===== src/sv/spot_pkg.sv =====
`timescale 1ns / 1ps
// ----------------------------------------------------------------------------
// spot_pkg
// Shared widths, codes and controller/datapath types for the peak onset trigger.
// ----------------------------------------------------------------------------
package spot_pkg;

    localparam int AmpW      = 16;
    localparam int CountW    = 16;
    localparam int StrW      = 14;
    localparam int CfgIdxW   = 8;
    localparam int CfgDataW  = 16;
    localparam int FracW     = 12;
    localparam int Q12One    = 4096;
    localparam int RunMaxRst = 6144;
    localparam int LevelRst  = 2048;
    localparam int HoldRst   = 100;

    // dividend is |peak - level| << 12 plus half the divisor
    localparam int DivW      = AmpW + FracW + 1;
    localparam int DivSteps  = DivW;
    localparam int StepCntW  = $clog2(DivSteps);

    localparam logic OpBin  = 1'b0;
    localparam logic OpTick = 1'b1;

    localparam logic [CfgIdxW-1:0] RegTriggerLevel = CfgIdxW'(0);
    localparam logic [CfgIdxW-1:0] RegHoldoffTicks = CfgIdxW'(1);

    typedef enum logic [1:0] {
        ST_IDLE = 2'b01,
        ST_DIV  = 2'b10
    } t_state;

    typedef struct packed {
        logic accept_en;
        logic div_step;
        logic div_last;
    } t_cmd;

    typedef struct packed {
        logic div_start;
    } t_status;

endpackage


===== src/sv/spot_bin_if.sv =====
`timescale 1ns / 1ps
// ----------------------------------------------------------------------------
// spot_bin_if
// Input channel: spectrum bin words and tick words.
// ----------------------------------------------------------------------------
interface spot_bin_if;
    import spot_pkg::*;

    logic            valid;
    logic            ready;
    logic            operation;
    logic [AmpW-1:0] amplitude;
    logic            last_bin;

    modport source (output valid, output operation, output amplitude, output last_bin,
                    input ready);
    modport sink   (input valid, input operation, input amplitude, input last_bin,
                    output ready);
endinterface


===== src/sv/spot_res_if.sv =====
`timescale 1ns / 1ps
// ----------------------------------------------------------------------------
// spot_res_if
// Result channel: one word per finished frame.
// ----------------------------------------------------------------------------
interface spot_res_if;
    import spot_pkg::*;

    logic                   valid;
    logic                   ready;
    logic [AmpW-1:0]        frame_peak;
    logic                   fired;
    logic signed [StrW-1:0] strength;

    modport source (output valid, output frame_peak, output fired, output strength,
                    input ready);
    modport sink   (input valid, input frame_peak, input fired, input strength,
                    output ready);
endinterface


===== src/sv/spot_cfg_if.sv =====
`timescale 1ns / 1ps
// ----------------------------------------------------------------------------
// spot_cfg_if
// Configuration write channel: register index and write data.
// ----------------------------------------------------------------------------
interface spot_cfg_if;
    import spot_pkg::*;

    logic                valid;
    logic                ready;
    logic [CfgIdxW-1:0]  index;
    logic [CfgDataW-1:0] data;

    modport source (output valid, output index, output data, input ready);
    modport sink   (input valid, input index, input data, output ready);
endinterface


===== src/sv/spot_ctrl.sv =====
`timescale 1ns / 1ps
// ----------------------------------------------------------------------------
// spot_ctrl
// Controller: admits words while idle and sequences the strength divider.
// ----------------------------------------------------------------------------
module spot_ctrl (
    input  logic              i_clk,
    input  logic              i_rst_n,
    input  spot_pkg::t_status i_status,
    output spot_pkg::t_cmd    o_cmd
);
    import spot_pkg::*;

    t_state              r_state, n_state;
    logic [StepCntW-1:0] r_cnt, n_cnt;

    always_comb begin
        n_state = r_state;
        n_cnt   = r_cnt;
        o_cmd   = '0;
        case (r_state)
            ST_IDLE: begin
                o_cmd.accept_en = 1'b1;
                if (i_status.div_start) begin
                    n_state = ST_DIV;
                    n_cnt   = '0;
                end
            end
            ST_DIV: begin
                o_cmd.div_step = 1'b1;
                if (r_cnt == StepCntW'(DivSteps - 1)) begin
                    o_cmd.div_last = 1'b1;
                    n_state        = ST_IDLE;
                end else begin
                    n_cnt = r_cnt + 1'b1;
                end
            end
            default: begin
                n_state = ST_IDLE;
            end
        endcase
    end

    always_ff @(posedge i_clk) begin
        if (!i_rst_n) begin
            r_state <= ST_IDLE;
            r_cnt   <= '0;
        end else begin
            r_state <= n_state;
            r_cnt   <= n_cnt;
        end
    end

endmodule


===== src/sv/spot_dp.sv =====
`timescale 1ns / 1ps
// ----------------------------------------------------------------------------
// spot_dp
// Datapath: frame peak tracking, trigger decision, hold-off, serial divider
// and the result register.
// ----------------------------------------------------------------------------
module spot_dp (
    input  logic              i_clk,
    input  logic              i_rst_n,
    input  spot_pkg::t_cmd    i_cmd,
    output spot_pkg::t_status o_status,
    spot_bin_if.sink          i_bin,
    spot_res_if.source        o_res,
    spot_cfg_if.sink          i_cfg
);
    import spot_pkg::*;

    // configuration and tracking state
    logic [AmpW-1:0]   r_trig_level;
    logic [CountW-1:0] r_hold_ticks;
    logic [AmpW-1:0]   r_frame_max;
    logic [AmpW-1:0]   r_prev_peak;
    logic [AmpW-1:0]   r_running_max;
    logic [CountW-1:0] r_hold_count;

    // divider
    logic [AmpW-1:0]   r_rem;
    logic [DivW-1:0]   r_quo;
    logic [AmpW-1:0]   r_den;
    logic              r_neg;
    logic [AmpW-1:0]   r_div_peak;

    // result register
    logic                   r_out_valid, n_out_valid;
    logic [AmpW-1:0]        r_out_peak;
    logic                   r_out_fired;
    logic signed [StrW-1:0] r_out_strength;

    logic            frame_end, out_free, bin_ready, accept;
    logic [AmpW-1:0] peak, top, mag, den;
    logic            fire, neg, need_div;
    logic [DivW-1:0] dividend;
    logic [AmpW:0]   rem_sh;
    logic            rem_ge;
    logic [AmpW-1:0] rem_next;
    logic [DivW-1:0] quo_next;
    logic [FracW:0]  q_sat;
    logic [StrW-1:0] div_strength;
    logic            load_direct;

    assign frame_end = (i_bin.operation == OpBin) && i_bin.last_bin;
    assign out_free  = !r_out_valid || o_res.ready;
    // a frame end needs room in the result register
    assign bin_ready = i_cmd.accept_en && (!frame_end || out_free);
    assign accept    = i_bin.valid && bin_ready;

    assign peak     = (i_bin.amplitude > r_frame_max) ? i_bin.amplitude : r_frame_max;
    assign top      = (peak > r_running_max) ? peak : r_running_max;
    assign fire     = (peak < r_prev_peak) && (r_prev_peak > r_trig_level) &&
                      (r_hold_count == '0);
    assign need_div = fire && (top > r_trig_level);
    assign neg      = peak < r_trig_level;
    assign mag      = neg ? (r_trig_level - peak) : (peak - r_trig_level);
    assign den      = top - r_trig_level;
    // round half away from zero on the magnitude
    assign dividend = {1'b0, mag, FracW'(0)} + DivW'(den >> 1);

    assign o_status.div_start = accept && frame_end && need_div;
    assign load_direct        = accept && frame_end && !need_div;

    // one restoring step per cycle
    assign rem_sh   = {r_rem, r_quo[DivW-1]};
    assign rem_ge   = rem_sh >= {1'b0, r_den};
    assign rem_next = rem_ge ? AmpW'(rem_sh - {1'b0, r_den}) : AmpW'(rem_sh);
    assign quo_next = {r_quo[DivW-2:0], rem_ge};

    assign q_sat = (quo_next > DivW'(Q12One)) ? (FracW+1)'(Q12One) : quo_next[FracW:0];
    assign div_strength = r_neg ? StrW'(-{1'b0, q_sat}) : StrW'({1'b0, q_sat});

    assign i_bin.ready    = bin_ready;
    assign i_cfg.ready    = 1'b1;
    assign o_res.valid    = r_out_valid;
    assign o_res.frame_peak = r_out_peak;
    assign o_res.fired    = r_out_fired;
    assign o_res.strength = r_out_strength;

    always_ff @(posedge i_clk) begin
        if (!i_rst_n) begin
            r_trig_level  <= AmpW'(LevelRst);
            r_hold_ticks  <= CountW'(HoldRst);
            r_frame_max   <= '0;
            r_prev_peak   <= '0;
            r_running_max <= AmpW'(RunMaxRst);
            r_hold_count  <= '0;
        end else begin
            if (i_cfg.valid) begin
                case (i_cfg.index)
                    RegTriggerLevel: r_trig_level <= i_cfg.data;
                    RegHoldoffTicks: r_hold_ticks <= i_cfg.data;
                    default: ;
                endcase
            end
            if (accept) begin
                if (i_bin.operation == OpTick) begin
                    if (r_hold_count != '0) begin
                        r_hold_count <= r_hold_count - 1'b1;
                    end
                end else if (i_bin.last_bin) begin
                    r_frame_max   <= '0;
                    r_prev_peak   <= peak;
                    r_running_max <= top;
                    if (fire) begin
                        r_hold_count <= r_hold_ticks;
                    end
                end else begin
                    r_frame_max <= peak;
                end
            end
        end
    end

    always_ff @(posedge i_clk) begin
        if (o_status.div_start) begin
            r_rem      <= '0;
            r_quo      <= dividend;
            r_den      <= den;
            r_neg      <= neg;
            r_div_peak <= peak;
        end else if (i_cmd.div_step) begin
            r_rem <= rem_next;
            r_quo <= quo_next;
        end
    end

    always_comb begin
        n_out_valid = r_out_valid;
        if (o_res.ready) begin
            n_out_valid = 1'b0;
        end
        if (load_direct || i_cmd.div_last) begin
            n_out_valid = 1'b1;
        end
    end

    always_ff @(posedge i_clk) begin
        if (!i_rst_n) begin
            r_out_valid <= 1'b0;
        end else begin
            r_out_valid <= n_out_valid;
        end
    end

    always_ff @(posedge i_clk) begin
        if (load_direct) begin
            r_out_peak     <= peak;
            r_out_fired    <= fire;
            r_out_strength <= '0;
        end else if (i_cmd.div_last) begin
            r_out_peak     <= r_div_peak;
            r_out_fired    <= 1'b1;
            r_out_strength <= div_strength;
        end
    end

endmodule


===== src/sv/spectral_peak_onset_trigger.sv =====
`timescale 1ns / 1ps
// ----------------------------------------------------------------------------
// spectral_peak_onset_trigger
// Frame peak tracker with onset trigger, hold-off and trigger strength.
// ----------------------------------------------------------------------------
// i_bin carries bin words (operation 0, amplitude, last_bin) and tick words
// (operation 1). Bin and tick words are taken one per cycle while the divider
// is idle. The bin word with last_bin set closes a frame and loads one word
// into the o_res register: frame_peak, fired and strength in signed Q1.12.
// A frame that does not fire, or fires with an empty level range, gives its
// result in the cycle after the closing word. A firing frame runs a restoring
// divider, one quotient bit per cycle; the result shows once the last step is
// done, and i_bin is held off while the divider runs.
// While o_res is stalled, bin and tick words keep flowing; only a closing
// word waits until the result register is free.
// i_cfg writes trigger_level (index 0) and holdoff_ticks (index 1) and is
// always ready; other indexes are ignored.
// Reset (synchronous, active low) sets level 0.5, hold-off 100 ticks,
// running maximum 1.5, clears the frame state and empties the result register.
// ----------------------------------------------------------------------------
module spectral_peak_onset_trigger (
    input  logic       i_clk,
    input  logic       i_rst_n,
    spot_bin_if.sink   i_bin,
    spot_res_if.source o_res,
    spot_cfg_if.sink   i_cfg
);
    import spot_pkg::*;

    t_cmd    cmd;
    t_status status;

    spot_ctrl u_ctrl (
        .i_clk    (i_clk),
        .i_rst_n  (i_rst_n),
        .i_status (status),
        .o_cmd    (cmd)
    );

    spot_dp u_dp (
        .i_clk    (i_clk),
        .i_rst_n  (i_rst_n),
        .i_cmd    (cmd),
        .o_status (status),
        .i_bin    (i_bin),
        .o_res    (o_res),
        .i_cfg    (i_cfg)
    );

endmodule


===== src/flat_wrapper.sv =====
// flat-port wrapper written by rule: the top's interface ports become plain ports
module spectral_peak_onset_trigger_flat import spot_pkg::*;
  (i_clk, i_rst_n, i_bin_valid, i_bin_operation, i_bin_amplitude, i_bin_last_bin, i_bin_ready, o_res_valid, o_res_frame_peak, o_res_fired, o_res_strength, o_res_ready, i_cfg_valid, i_cfg_index, i_cfg_data, i_cfg_ready);
  spot_bin_if i_bin_i ();
  spot_res_if o_res_i ();
  spot_cfg_if i_cfg_i ();
  input  logic i_clk;
  input  logic i_rst_n;
  input wire logic [$bits(i_bin_i.valid)-1:0] i_bin_valid;
  input wire logic [$bits(i_bin_i.operation)-1:0] i_bin_operation;
  input wire logic [$bits(i_bin_i.amplitude)-1:0] i_bin_amplitude;
  input wire logic [$bits(i_bin_i.last_bin)-1:0] i_bin_last_bin;
  output wire logic [$bits(i_bin_i.ready)-1:0] i_bin_ready;
  output wire logic [$bits(o_res_i.valid)-1:0] o_res_valid;
  output wire logic [$bits(o_res_i.frame_peak)-1:0] o_res_frame_peak;
  output wire logic [$bits(o_res_i.fired)-1:0] o_res_fired;
  output wire logic [$bits(o_res_i.strength)-1:0] o_res_strength;
  input wire logic [$bits(o_res_i.ready)-1:0] o_res_ready;
  input wire logic [$bits(i_cfg_i.valid)-1:0] i_cfg_valid;
  input wire logic [$bits(i_cfg_i.index)-1:0] i_cfg_index;
  input wire logic [$bits(i_cfg_i.data)-1:0] i_cfg_data;
  output wire logic [$bits(i_cfg_i.ready)-1:0] i_cfg_ready;
  assign i_bin_i.valid = i_bin_valid;
  assign i_bin_i.operation = i_bin_operation;
  assign i_bin_i.amplitude = i_bin_amplitude;
  assign i_bin_i.last_bin = i_bin_last_bin;
  assign i_bin_ready = i_bin_i.ready;
  assign o_res_valid = o_res_i.valid;
  assign o_res_frame_peak = o_res_i.frame_peak;
  assign o_res_fired = o_res_i.fired;
  assign o_res_strength = o_res_i.strength;
  assign o_res_i.ready = o_res_ready;
  assign i_cfg_i.valid = i_cfg_valid;
  assign i_cfg_i.index = i_cfg_index;
  assign i_cfg_i.data = i_cfg_data;
  assign i_cfg_ready = i_cfg_i.ready;
  spectral_peak_onset_trigger u_core (.i_clk(i_clk), .i_rst_n(i_rst_n), .i_bin(i_bin_i), .o_res(o_res_i), .i_cfg(i_cfg_i));
endmodule

===== config.mk =====
export PLATFORM = sky130hd
export DESIGN_NAME = spectral_peak_onset_trigger_flat
export DESIGN_NICKNAME = d
export VERILOG_FILES = /design/src/sv/spot_pkg.sv /design/src/sv/spot_bin_if.sv /design/src/sv/spot_res_if.sv /design/src/sv/spot_cfg_if.sv /design/src/sv/spot_ctrl.sv /design/src/sv/spot_dp.sv /design/src/sv/spectral_peak_onset_trigger.sv /design/src/flat_wrapper.sv
export SDC_FILE = /design/constraint.sdc
export NUM_CORES = 1
export LEC_CHECK = 0
export BUFFER_PORTS_ARGS = -buffer_cell sky130_fd_sc_hd__buf_2
export CORE_UTILIZATION = 65
export DETAILED_ROUTE_END_ITERATION = 8
export PLACE_DENSITY_LB_ADDON = 0.15
export SLEW_MARGIN = 25
export SYNTH_ARGS = -nofsm -noshare
export SYNTH_HDL_FRONTEND = slang
export SYNTH_SLANG_ARGS = --single-unit

===== constraint.sdc =====
create_clock -name i_clk -period 19.65 [get_ports i_clk]
set_input_delay 3.93 -clock i_clk [delete_from_list [all_inputs] [get_ports i_clk]]
set_output_delay 3.93 -clock i_clk [all_outputs]
set_load 0.01 [all_outputs]

## Word level (Yosys, flattened, before mapping)

Cells that the tools add are included.

- Add/sub/neg operators: 8
- $lt $le $gt $ge: 8
- Equal/unequal tests: 8
- Multiplexer cells: 28
- Bitwise logic cells: 1
- Reductions and logical operators: 31

Operators by type and width:

| cell | number |
|---|---|
| $mux 16 | 11 |
| $gt 16x16->1 | 4 |
| $sub 16x16->16 | 4 |
| $mux 29 | 2 |
| $lt 16x16->1 | 2 |
| $add 28x15->29 | 1 |
| $gt 29x13->1 const B | 1 |
| $ge 17x16->1 | 1 |
| $logic_not 16->1 | 1 |
| $reduce_bool 16->1 | 1 |
| $sub 16x1->16 const B | 1 |
| $mux 14 | 1 |
| $neg 13->14 | 1 |
| $mux 13 | 1 |
| $reduce_bool 2->1 | 6 |
| $mux 5 | 2 |
| $pmux 5 s2 | 1 |
| $logic_and 1x1->1 | 9 |
| $eq 8x1->1 const B | 1 |
| $logic_not 8->1 | 1 |
| $reduce_and 2->1 | 4 |
| $mux 1 | 6 |
| $mux 2 | 3 |
| $reduce_and 3->1 | 2 |
| 11 further kinds | 17 |

- Bits in registers: 213
- Bits of input ports: 47
- Output and inout port bits: 34
- Word-level logic and storage cells: 101

## Longest topological paths before layout

Gate-level depths: netlist of run 1.

- Depth in word-level cells: 10
- Mapped depth: 47
- Depth with buffers taken out: 45

## Modules after synthesis

A second synthesis of run 1 with hierarchy kept.

- Cell total of the unflattened synthesis: 1643
- Area total of the unflattened synthesis: 14296.2 sq um

Modules (own cells, without submodules):

| module | times used | cells each | area each (sq um) | seq. area each (sq um) |
|---|---|---|---|---|
| spot_dp | 1 | 1601 | 13888.3 | 4914.7 |
| spot_ctrl | 1 | 42 | 407.9 | 140.1 |

## Worst setup path after synthesis of run 1

No wires, ideal clock.

- Path kind: input-to-reg
- From: input i_bin_amplitude[15]
- To: register u_core.u_dp.r_quo[26], data pin
- Library setup time: 0.260 ns
- Arrival time: 11.906 ns
- Required time: 19.390 ns
- Slack: 7.484 ns
- Stages on the path: 43
- Buffers on the path: 2
- Cell sequence: ha_1 > nand4_1 > or4_1 > a21oi_1 > o31a_1 > clkbuf_1 > nor2_1 > a21oi_1 > inv_1 > ha_1 > nand3_1 > o221ai_1 > a21o_1 > a21o_1 > a21o_1 > a21o_1 > a21oi_1 > a31oi_1 > [7 not listed] > o21ai_0 > a21boi_0 > o2111ai_1 > nand4_1 > a31oi_1 > nor2b_1 > nor2_1 > xnor2_1 > ha_1 > inv_1 > fa_1 > inv_1 > a21oi_1 > nand3b_1 > nor4b_2 > or3b_1 > xor2_1 > mux2_2

- Elaborated cells on any way between the ends: 17
- Classes of those cells: 4 x add/sub; 5 x order compare; 4 x mux; 4 x reduce/logical

RTL lines:

| item | line | RTL |
|---|---|---|
| start: declaration | flat_wrapper.sv:11 | `input wire logic [$bits(i_bin_i.amplitude)-1:0] i_bin_amplitude;` |
| $gt 16x16->1 * | spot_dp.sv:57 | `assign peak = (i_bin.amplitude > r_frame_max) ? i_bin.amplitude : r_frame_max;` |
| $mux 16 * | spot_dp.sv:57 |  |
| named net u_core.u_dp.peak[1] | spot_dp.sv:40 | `logic [AmpW-1:0] peak, top, mag, den;` |
| $gt 16x16->1 | spot_dp.sv:58 | `assign top = (peak > r_running_max) ? peak : r_running_max;` |
| $mux 16 * | spot_dp.sv:58 |  |
| named net u_core.u_dp.top[1] | spot_dp.sv:40 |  |
| $sub 16x16->16 * | spot_dp.sv:64 | `assign den = top - r_trig_level;` |
| named net u_core.u_dp.den[13] | spot_dp.sv:40 |  |
| $add 28x15->29 * | spot_dp.sv:66 | `assign dividend = {1'b0, mag, FracW'(0)} + DivW'(den >> 1);` |
| $mux 29 * | spot_dp.sv:123 | `if (o_status.div_start) begin` |
| end signal: assignment | spot_dp.sv:125 | `r_quo <= dividend;` |
| end signal: assignment | spot_dp.sv:131 | `r_quo <= quo_next;` |
| end: declaration | spot_dp.sv:28 | `logic [DivW-1:0] r_quo;` |

Mark *: on every way through the listed nets, which the timed path passes. The rest lies on a longest branch.
A chain may end at the register's enable or synchronous reset.

## Final worst setup path of run 1

- From: input i_bin_amplitude[14]
- To: register u_core.u_dp.r_quo[26], data pin

The elaborated chain is that of the path after synthesis.

==> out/metrics.cfg, run 1 <==
[die]
die_w_um=149
dieArea_um2=22100
row_count=53
ios=81
die_height_um=149
start_util=0.664
core-area_um2=21100

[setup_path]
critPathKind=input port to flop
end_kind=flop
worstPathArrival_ns=13.79
rrSetupSlack_ns=9.23
cp.required_ns=19.92
critical_path.max_stage_delay_ns=0.82
path_common_cell=a21oi_1
reg2reg_depth=42
critical-path-top-delay-family=compound AO/OA/AOI/OAI gates
reg2reg_from=u_core.u_dp.r_frame_max[15]$_SDFFE_PN0P_
cp-start-kind=input port
cp_slowest_cell=o31a_1
reg2reg_to=u_core.u_dp.r_quo[26]$_DFFE_PP_
critPathMaxFanout=34
worst-path-buf-inv=5
critical_path.startpoint=i_bin_amplitude[14]

[cts]
cts-resized-gates=0
clkTransAtPathRegs_ns=0.06
insertion_delay_ns=0.53
cts_tree=built
cts-root-buf=clkbuf_16
cts_setup_buffers=0
cts_sinks=213
cts_buffer_depth=3
cts_buffers=24
ctsHoldBuffers=0
htreeDepth=1

[timing]
fin_crit_sh=0.688
setup_violations=0
skew_ns=0.0115
finalHoldViolCount=0
fmax_mhz=74.0
grt_setup_unrepaired=false
setup_slack_ns=6.13
drv_slew=0
worstMarginPinSlew_ns=1.03
hold_ws_ns=0.445
tns_ns=0
finalCriticalPeriod_ns=13.52
slew-limit-headroom=0.313

[logic_synthesis]
ys_types=84
syn_area_um2=14000
synth.area.mux_share=0.0324
synth_top_family_by_area=compound AO/OA/AOI/OAI gates
yosysWarnings=0
synthXorXnorAreaFrac=0.0338
synth-adder-area-share=0.126
ys_seq_elements=213
async_flop_share=0
yosys_most_used_dff=dfxtp_1
synth_edf_count=79
synth-simple-area-share=0.184
syn_nets=1796
synth-compound-area-share=0.204
netlist_instances=1611
avgSynthCellArea_um2=8.69
ys_seq_area_frac=0.361

[detailed_routing]
viasPerCell=6.20
dr.pass1.iters=6
wl_per_cell_um=18.7
ant_nets=0
drcViolationCount=0
first_iter_violations=960
drt-total-wl_mm=36.6
via_count=12129

[power_and_ir_drop]
irDropWorstVdd_mv=0.0957
seqPwrFrac=0.324
switching_share=0.357
leakage_uw=0.00681
clkPwrFrac=0.307
power.total_uw=1650
cell_internal_pwr_uw=1060
combPwrFrac=0.370
p_per_area_nw_per_um2=107
p_switching_uw=588

[finish]
nFillCells=1595
drive_gt1_frac=0.100
nNetsFinal=1847
seqCellArea_um2=5050
syn_to_final_growth_pct=10.2
diodes=0
multi_input_area_um2=8140

[min_path]
whs_endpoint=u_core.u_dp.o_res.strength[4]$_SDFFE_PN0P_
whs_path_depth=1
worstHoldStart=u_core.u_dp.o_res.strength[4]$_SDFFE_PN0P_
hp-class=flop to flop

[placed_design]
place_ws_ns=5.81
hpwlAfterDp_mm=27.5
gp_congestion=0.942
portBuffers=79

[job]
maxCapViolCount=0

[global_routing]
track_usage=0.329
antenna_found_initial=0
grt_pass1_wl_mm=57.1
grt_pass1_vias=11221
grt_max_degree=62
gr-total-overflow=0

[run_status]
outcome=completed

[logic make-up (layout without fill, tap and decap cells)]
group           Yosys count  count (layout)
simple gates            523             523
other cells               1               1
compound gates          434             434
buf+inv                 203             272
flops                   213             213
xor+xnor                 54              54
mux                      45              45
fa+ha+maj               138             138
[synth_stat cells, types with 10 or more instances]
| master | n | share of area |
|---|---|---|
| and2_1 | 13 | 0.0058 |
| a21o_1 | 33 | 0.018 |
| inv_1 | 132 | 0.035 |
| xnor2_1 | 27 | 0.017 |
| a22oi_1 | 19 | 0.010 |
| nand4_1 | 28 | 0.013 |
| nor2b_1 | 63 | 0.028 |
| a31oi_1 | 10 | 0.0045 |
| edfxtp_1 | 79 | 0.17 |
| o21ai_0 | 114 | 0.041 |
| nand3_1 | 43 | 0.015 |
| ha_1 | 133 | 0.12 |
| nand2b_1 | 18 | 0.0080 |
| a211oi_1 | 11 | 0.0059 |
| nand2_1 | 181 | 0.049 |
| mux2i_1 | 43 | 0.031 |
| a21boi_0 | 16 | 0.0086 |
| nor2_1 | 102 | 0.027 |
| dfxtp_1 | 134 | 0.19 |
| o211a_1 | 31 | 0.022 |
| a21oi_1 | 119 | 0.043 |
| nor3_1 | 23 | 0.0082 |
| nor4_1 | 11 | 0.0049 |
| xor2_1 | 27 | 0.017 |
| clkbuf_1 | 50 | 0.013 |
[flip-flops by register name, indices dropped and copies added, names as in the netlist]
| signal | flops |
|---|---|
| u_core.u_ctrl.r_cnt | 5 |
| u_core.u_ctrl.r_state | 2 |
| u_core.u_dp.o_res.fired | 1 |
| u_core.u_dp.o_res.frame_peak | 16 |
| u_core.u_dp.o_res.strength | 14 |
| u_core.u_dp.o_res.valid | 1 |
| u_core.u_dp.r_den | 16 |
| u_core.u_dp.r_div_peak | 16 |
| u_core.u_dp.r_frame_max | 16 |
| u_core.u_dp.r_hold_count | 16 |
| u_core.u_dp.r_hold_ticks | 16 |
| u_core.u_dp.r_neg | 1 |
| u_core.u_dp.r_prev_peak | 16 |
| u_core.u_dp.r_quo | 29 |
| u_core.u_dp.r_rem | 16 |
| u_core.u_dp.r_running_max | 16 |
| u_core.u_dp.r_trig_level | 16 |
[power groups by stage]
stage | Combinational [uW] | Clock (uW) | Sequential (uW)
after floorplan | 457 | 0 | 533
after global placement | 583 | 0 | 540
after detailed placement | 599 | 0 | 541
after CTS | 604 | 508 | 532
after global routing | 676 | 524 | 537
final | 608 | 505 | 533
[metrics by stage]
stage                      util  cells  area, um^2
after floorplan               -   1611       14000
after global placement    0.690   1911       14500
after detailed placement  0.690   1911       14600
after CTS                 0.732   1955       15400
after global routing      0.732   1955       15400
final                     0.732   1955       15400
[worst register-to-register path: cells and delay by family, from the launching register on]
| kind | cells | cell delay, ns |
|---|---|---|
| muxes | 1 | 0.27 |
| DFF | 1 | 0.34 |
| adders and majority gates | 5 | 1.58 |
| xor gates and xnor gates | 2 | 0.31 |
| and+or+nand+nor | 11 | 2.43 |
| AOI/OAI and AO/OA | 18 | 4.52 |
| buffers and inverters | 5 | 0.74 |
[metal layers]
layer / up-vias / share of wire / wire length (um) / global-route usage
li1: 5835 / - / - / -
met1: 5792 / 0.41 / 15200 / 0.407
met2: 415 / 0.48 / 17600 / 0.569
met3: 87 / 0.062 / 2280 / 0.0489
met4: 0 / 0.041 / 1510 / 0.140
met5: - / 0 / 0 / 0
[worst max path at each step]
stage	slack, ns	endpoint	cells after the start
floorplan	7.48	u_core.u_dp.r_quo[26]$_DFFE_PP_	43
global placement	6.26	u_core.u_dp.r_quo[27]$_DFFE_PP_	45
detailed placement	5.81	u_core.u_dp.r_quo[27]$_DFFE_PP_	45
CTS	6.29	u_core.u_dp.r_quo[26]$_DFFE_PP_	42
global route	5.37	u_core.u_dp.r_quo[27]$_DFFE_PP_	45
finish	6.13	u_core.u_dp.r_quo[26]$_DFFE_PP_	42
[final cells by class]
type / instances / share of cell area
Sequential cell: 213 / 0.328
Clock buffer: 32 / 0.0435
Clock inverter: 12 / 0.0136
Timing Repair Buffer: 95 / 0.0334
Tap cell: 275 / 0.0223
Inverter: 133 / 0.0324
Multi-Input combinational cell: 1195 / 0.527
[cell usage in the layout (no fill, tap or decap), types with 25 or more instances in the layout]
master | Yosys | layout
a21o_1 | 33 | 33
a21oi_1 | 119 | 119
buf_2 | 8 | 79
clkbuf_16 | 0 | 25
dfxtp_1 | 134 | 134
edfxtp_1 | 79 | 79
ha_1 | 133 | 133
inv_1 | 132 | 132
mux2i_1 | 43 | 43
nand2_1 | 181 | 181
nand3_1 | 43 | 43
nand4_1 | 28 | 28
nor2_1 | 102 | 99
nor2b_1 | 63 | 63
o211a_1 | 31 | 31
o21ai_0 | 114 | 114
xnor2_1 | 27 | 27
xor2_1 | 27 | 27
No activity file was read; power rests on OpenSTA's default activity.
==> run 2: changes to the inputs <==
- CORE_UTILIZATION: 65 -> 62
- clock period: 19.65 -> 13.9 ns (I/O delays scaled with it)
==> out/metrics.cfg, run 2 (synthesized netlist as in run 1, its figures left out) <==
[run_status]
outcome=finished with violations
violations=design-rule violations

[finish]
diodes=0
final_common_cell=nand2_1
drive_gt1_frac=0.103
nNetsFinal=1853
top_register=u_core.u_dp.r_quo
syn_to_final_growth_pct=10.5
largest_reg_flops=29
layout_common_cells=nand2_1 (181), dfxtp_1 (134), ha_1 (133)

[setup_path]
cp.required_ns=14.17
worstPathArrival_ns=12.34
critPathMaxFanout=30
path_common_cell=a21o_1
cp_slowest_cell=o31a_1
critical_path.max_stage_delay_ns=0.84
worst-path-buf-inv=4
cp-start-kind=input port
end_kind=flop
critical-path-top-delay-family=compound AO/OA/AOI/OAI gates
critPathKind=input port to flop

[timing]
setup_violations=0
fmax_mhz=82.8
worstMarginPinSlew_ns=1.05
fin_crit_sh=0.869
finalHoldViolCount=0
hold_ws_ns=0.452
grt_setup_unrepaired=false
tns_ns=0
drv_slew=0
finalCriticalPeriod_ns=12.07
skew_ns=0.0187
slew-limit-headroom=0.302

[detailed_routing]
drcViolationCount=4
drt-total-wl_mm=36.5
wl_per_cell_um=18.6
viasPerCell=6.10
ant_nets=0
dr.pass1.iters=7
first_iter_violations=953
via_count=11989

[die]
core-area_um2=22000
ios=81
row_count=54
start_util=0.638
die_height_um=152
die_w_um=152
dieArea_um2=23200

[cts]
cts-root-buf=clkbuf_16
cts_setup_buffers=0
cts_buffers=24
cts_buffer_depth=3
cts_tree=built
ctsHoldBuffers=0
cts_sinks=213
clkTransAtPathRegs_ns=0.07
cts-resized-gates=0
insertion_delay_ns=0.54
htreeDepth=1

[placed_design]
hpwlAfterDp_mm=27.6
portBuffers=79
gp_congestion=0.960

[global_routing]
track_usage=0.313
grt_max_degree=80
grt_pass1_vias=11431
gr-total-overflow=0
antenna_found_initial=0
grt_pass1_wl_mm=58.4

[job]
maxCapViolCount=0

[power_and_ir_drop]
p_per_area_nw_per_um2=148
irDropWorstVdd_mv=0.150
leakage_uw=0.00681

[min_path]
hp-class=flop to flop

==> run 2: layout make-up <==
| type | instances | area, um^2 |
|---|---|---|
| tap | 280 | 350 |
| fill | 1800 | 6490 |
| clock buffer | 31 | 679 |
| clock inverter | 13 | 173 |
| inverter | 133 | 499 |
| timing repair buffer | 101 | 561 |
| multi-input combinational | 1195 | 8150 |
| sequential | 213 | 5050 |
==> run 2: routing by layer <==
layer | global-route usage | part of all wire | routed length [um] | vias to the layer above
li1 | - | - | - | 5844
met1 | 0.382 | 0.42 | 15300 | 5682
met2 | 0.555 | 0.49 | 17900 | 368
met3 | 0.0498 | 0.057 | 2100 | 95
met4 | 0.115 | 0.033 | 1190 | 0
met5 | 0 | 0 | 0 | -
==> run 2: path summary, 6_finish.rpt <==
check / to / slack [ns] / cells past startpoint / from
hold reg to reg: u_core.u_dp.o_res.strength[6]$_SDFFE_PN0P_ / 0.45 / 1 / u_core.u_dp.o_res.strength[6]$_SDFFE_PN0P_
hold / removal: u_core.u_dp.o_res.strength[6]$_SDFFE_PN0P_ / 0.45 / 1 / u_core.u_dp.o_res.strength[6]$_SDFFE_PN0P_
setup / recovery: u_core.u_dp.r_quo[27]$_DFFE_PP_ / 1.83 / 45 / i_bin_amplitude[14]
setup reg to reg: u_core.u_dp.r_quo[27]$_DFFE_PP_ / 3.76 / 45 / u_core.u_dp.r_frame_max[13]$_SDFFE_PN0P_
==> run 2: per-stage QoR <==
step                utilization  total power [uW]  cells  worst slack [ns]  area [um^2]
floorplan                     -              1400   1611              2.88        14000
global placement          0.665              1590   1922              1.84        14600
detailed placement        0.665              1610   1922              1.40        14600
CTS                       0.704              2290   1966              1.94        15500
global route              0.704              2430   1966              1.01        15500
finish                    0.704              2290   1966              1.83        15500
==> run 2: where the power goes <==
part | switching, uW | internal, uW | leakage [uW]
Combinational | 517 | 338 | 0.00460
Clock | 262 | 420 | 0.000408
Sequential | 43.9 | 709 | 0.00180
Total | 823 | 1470 | 0.00681
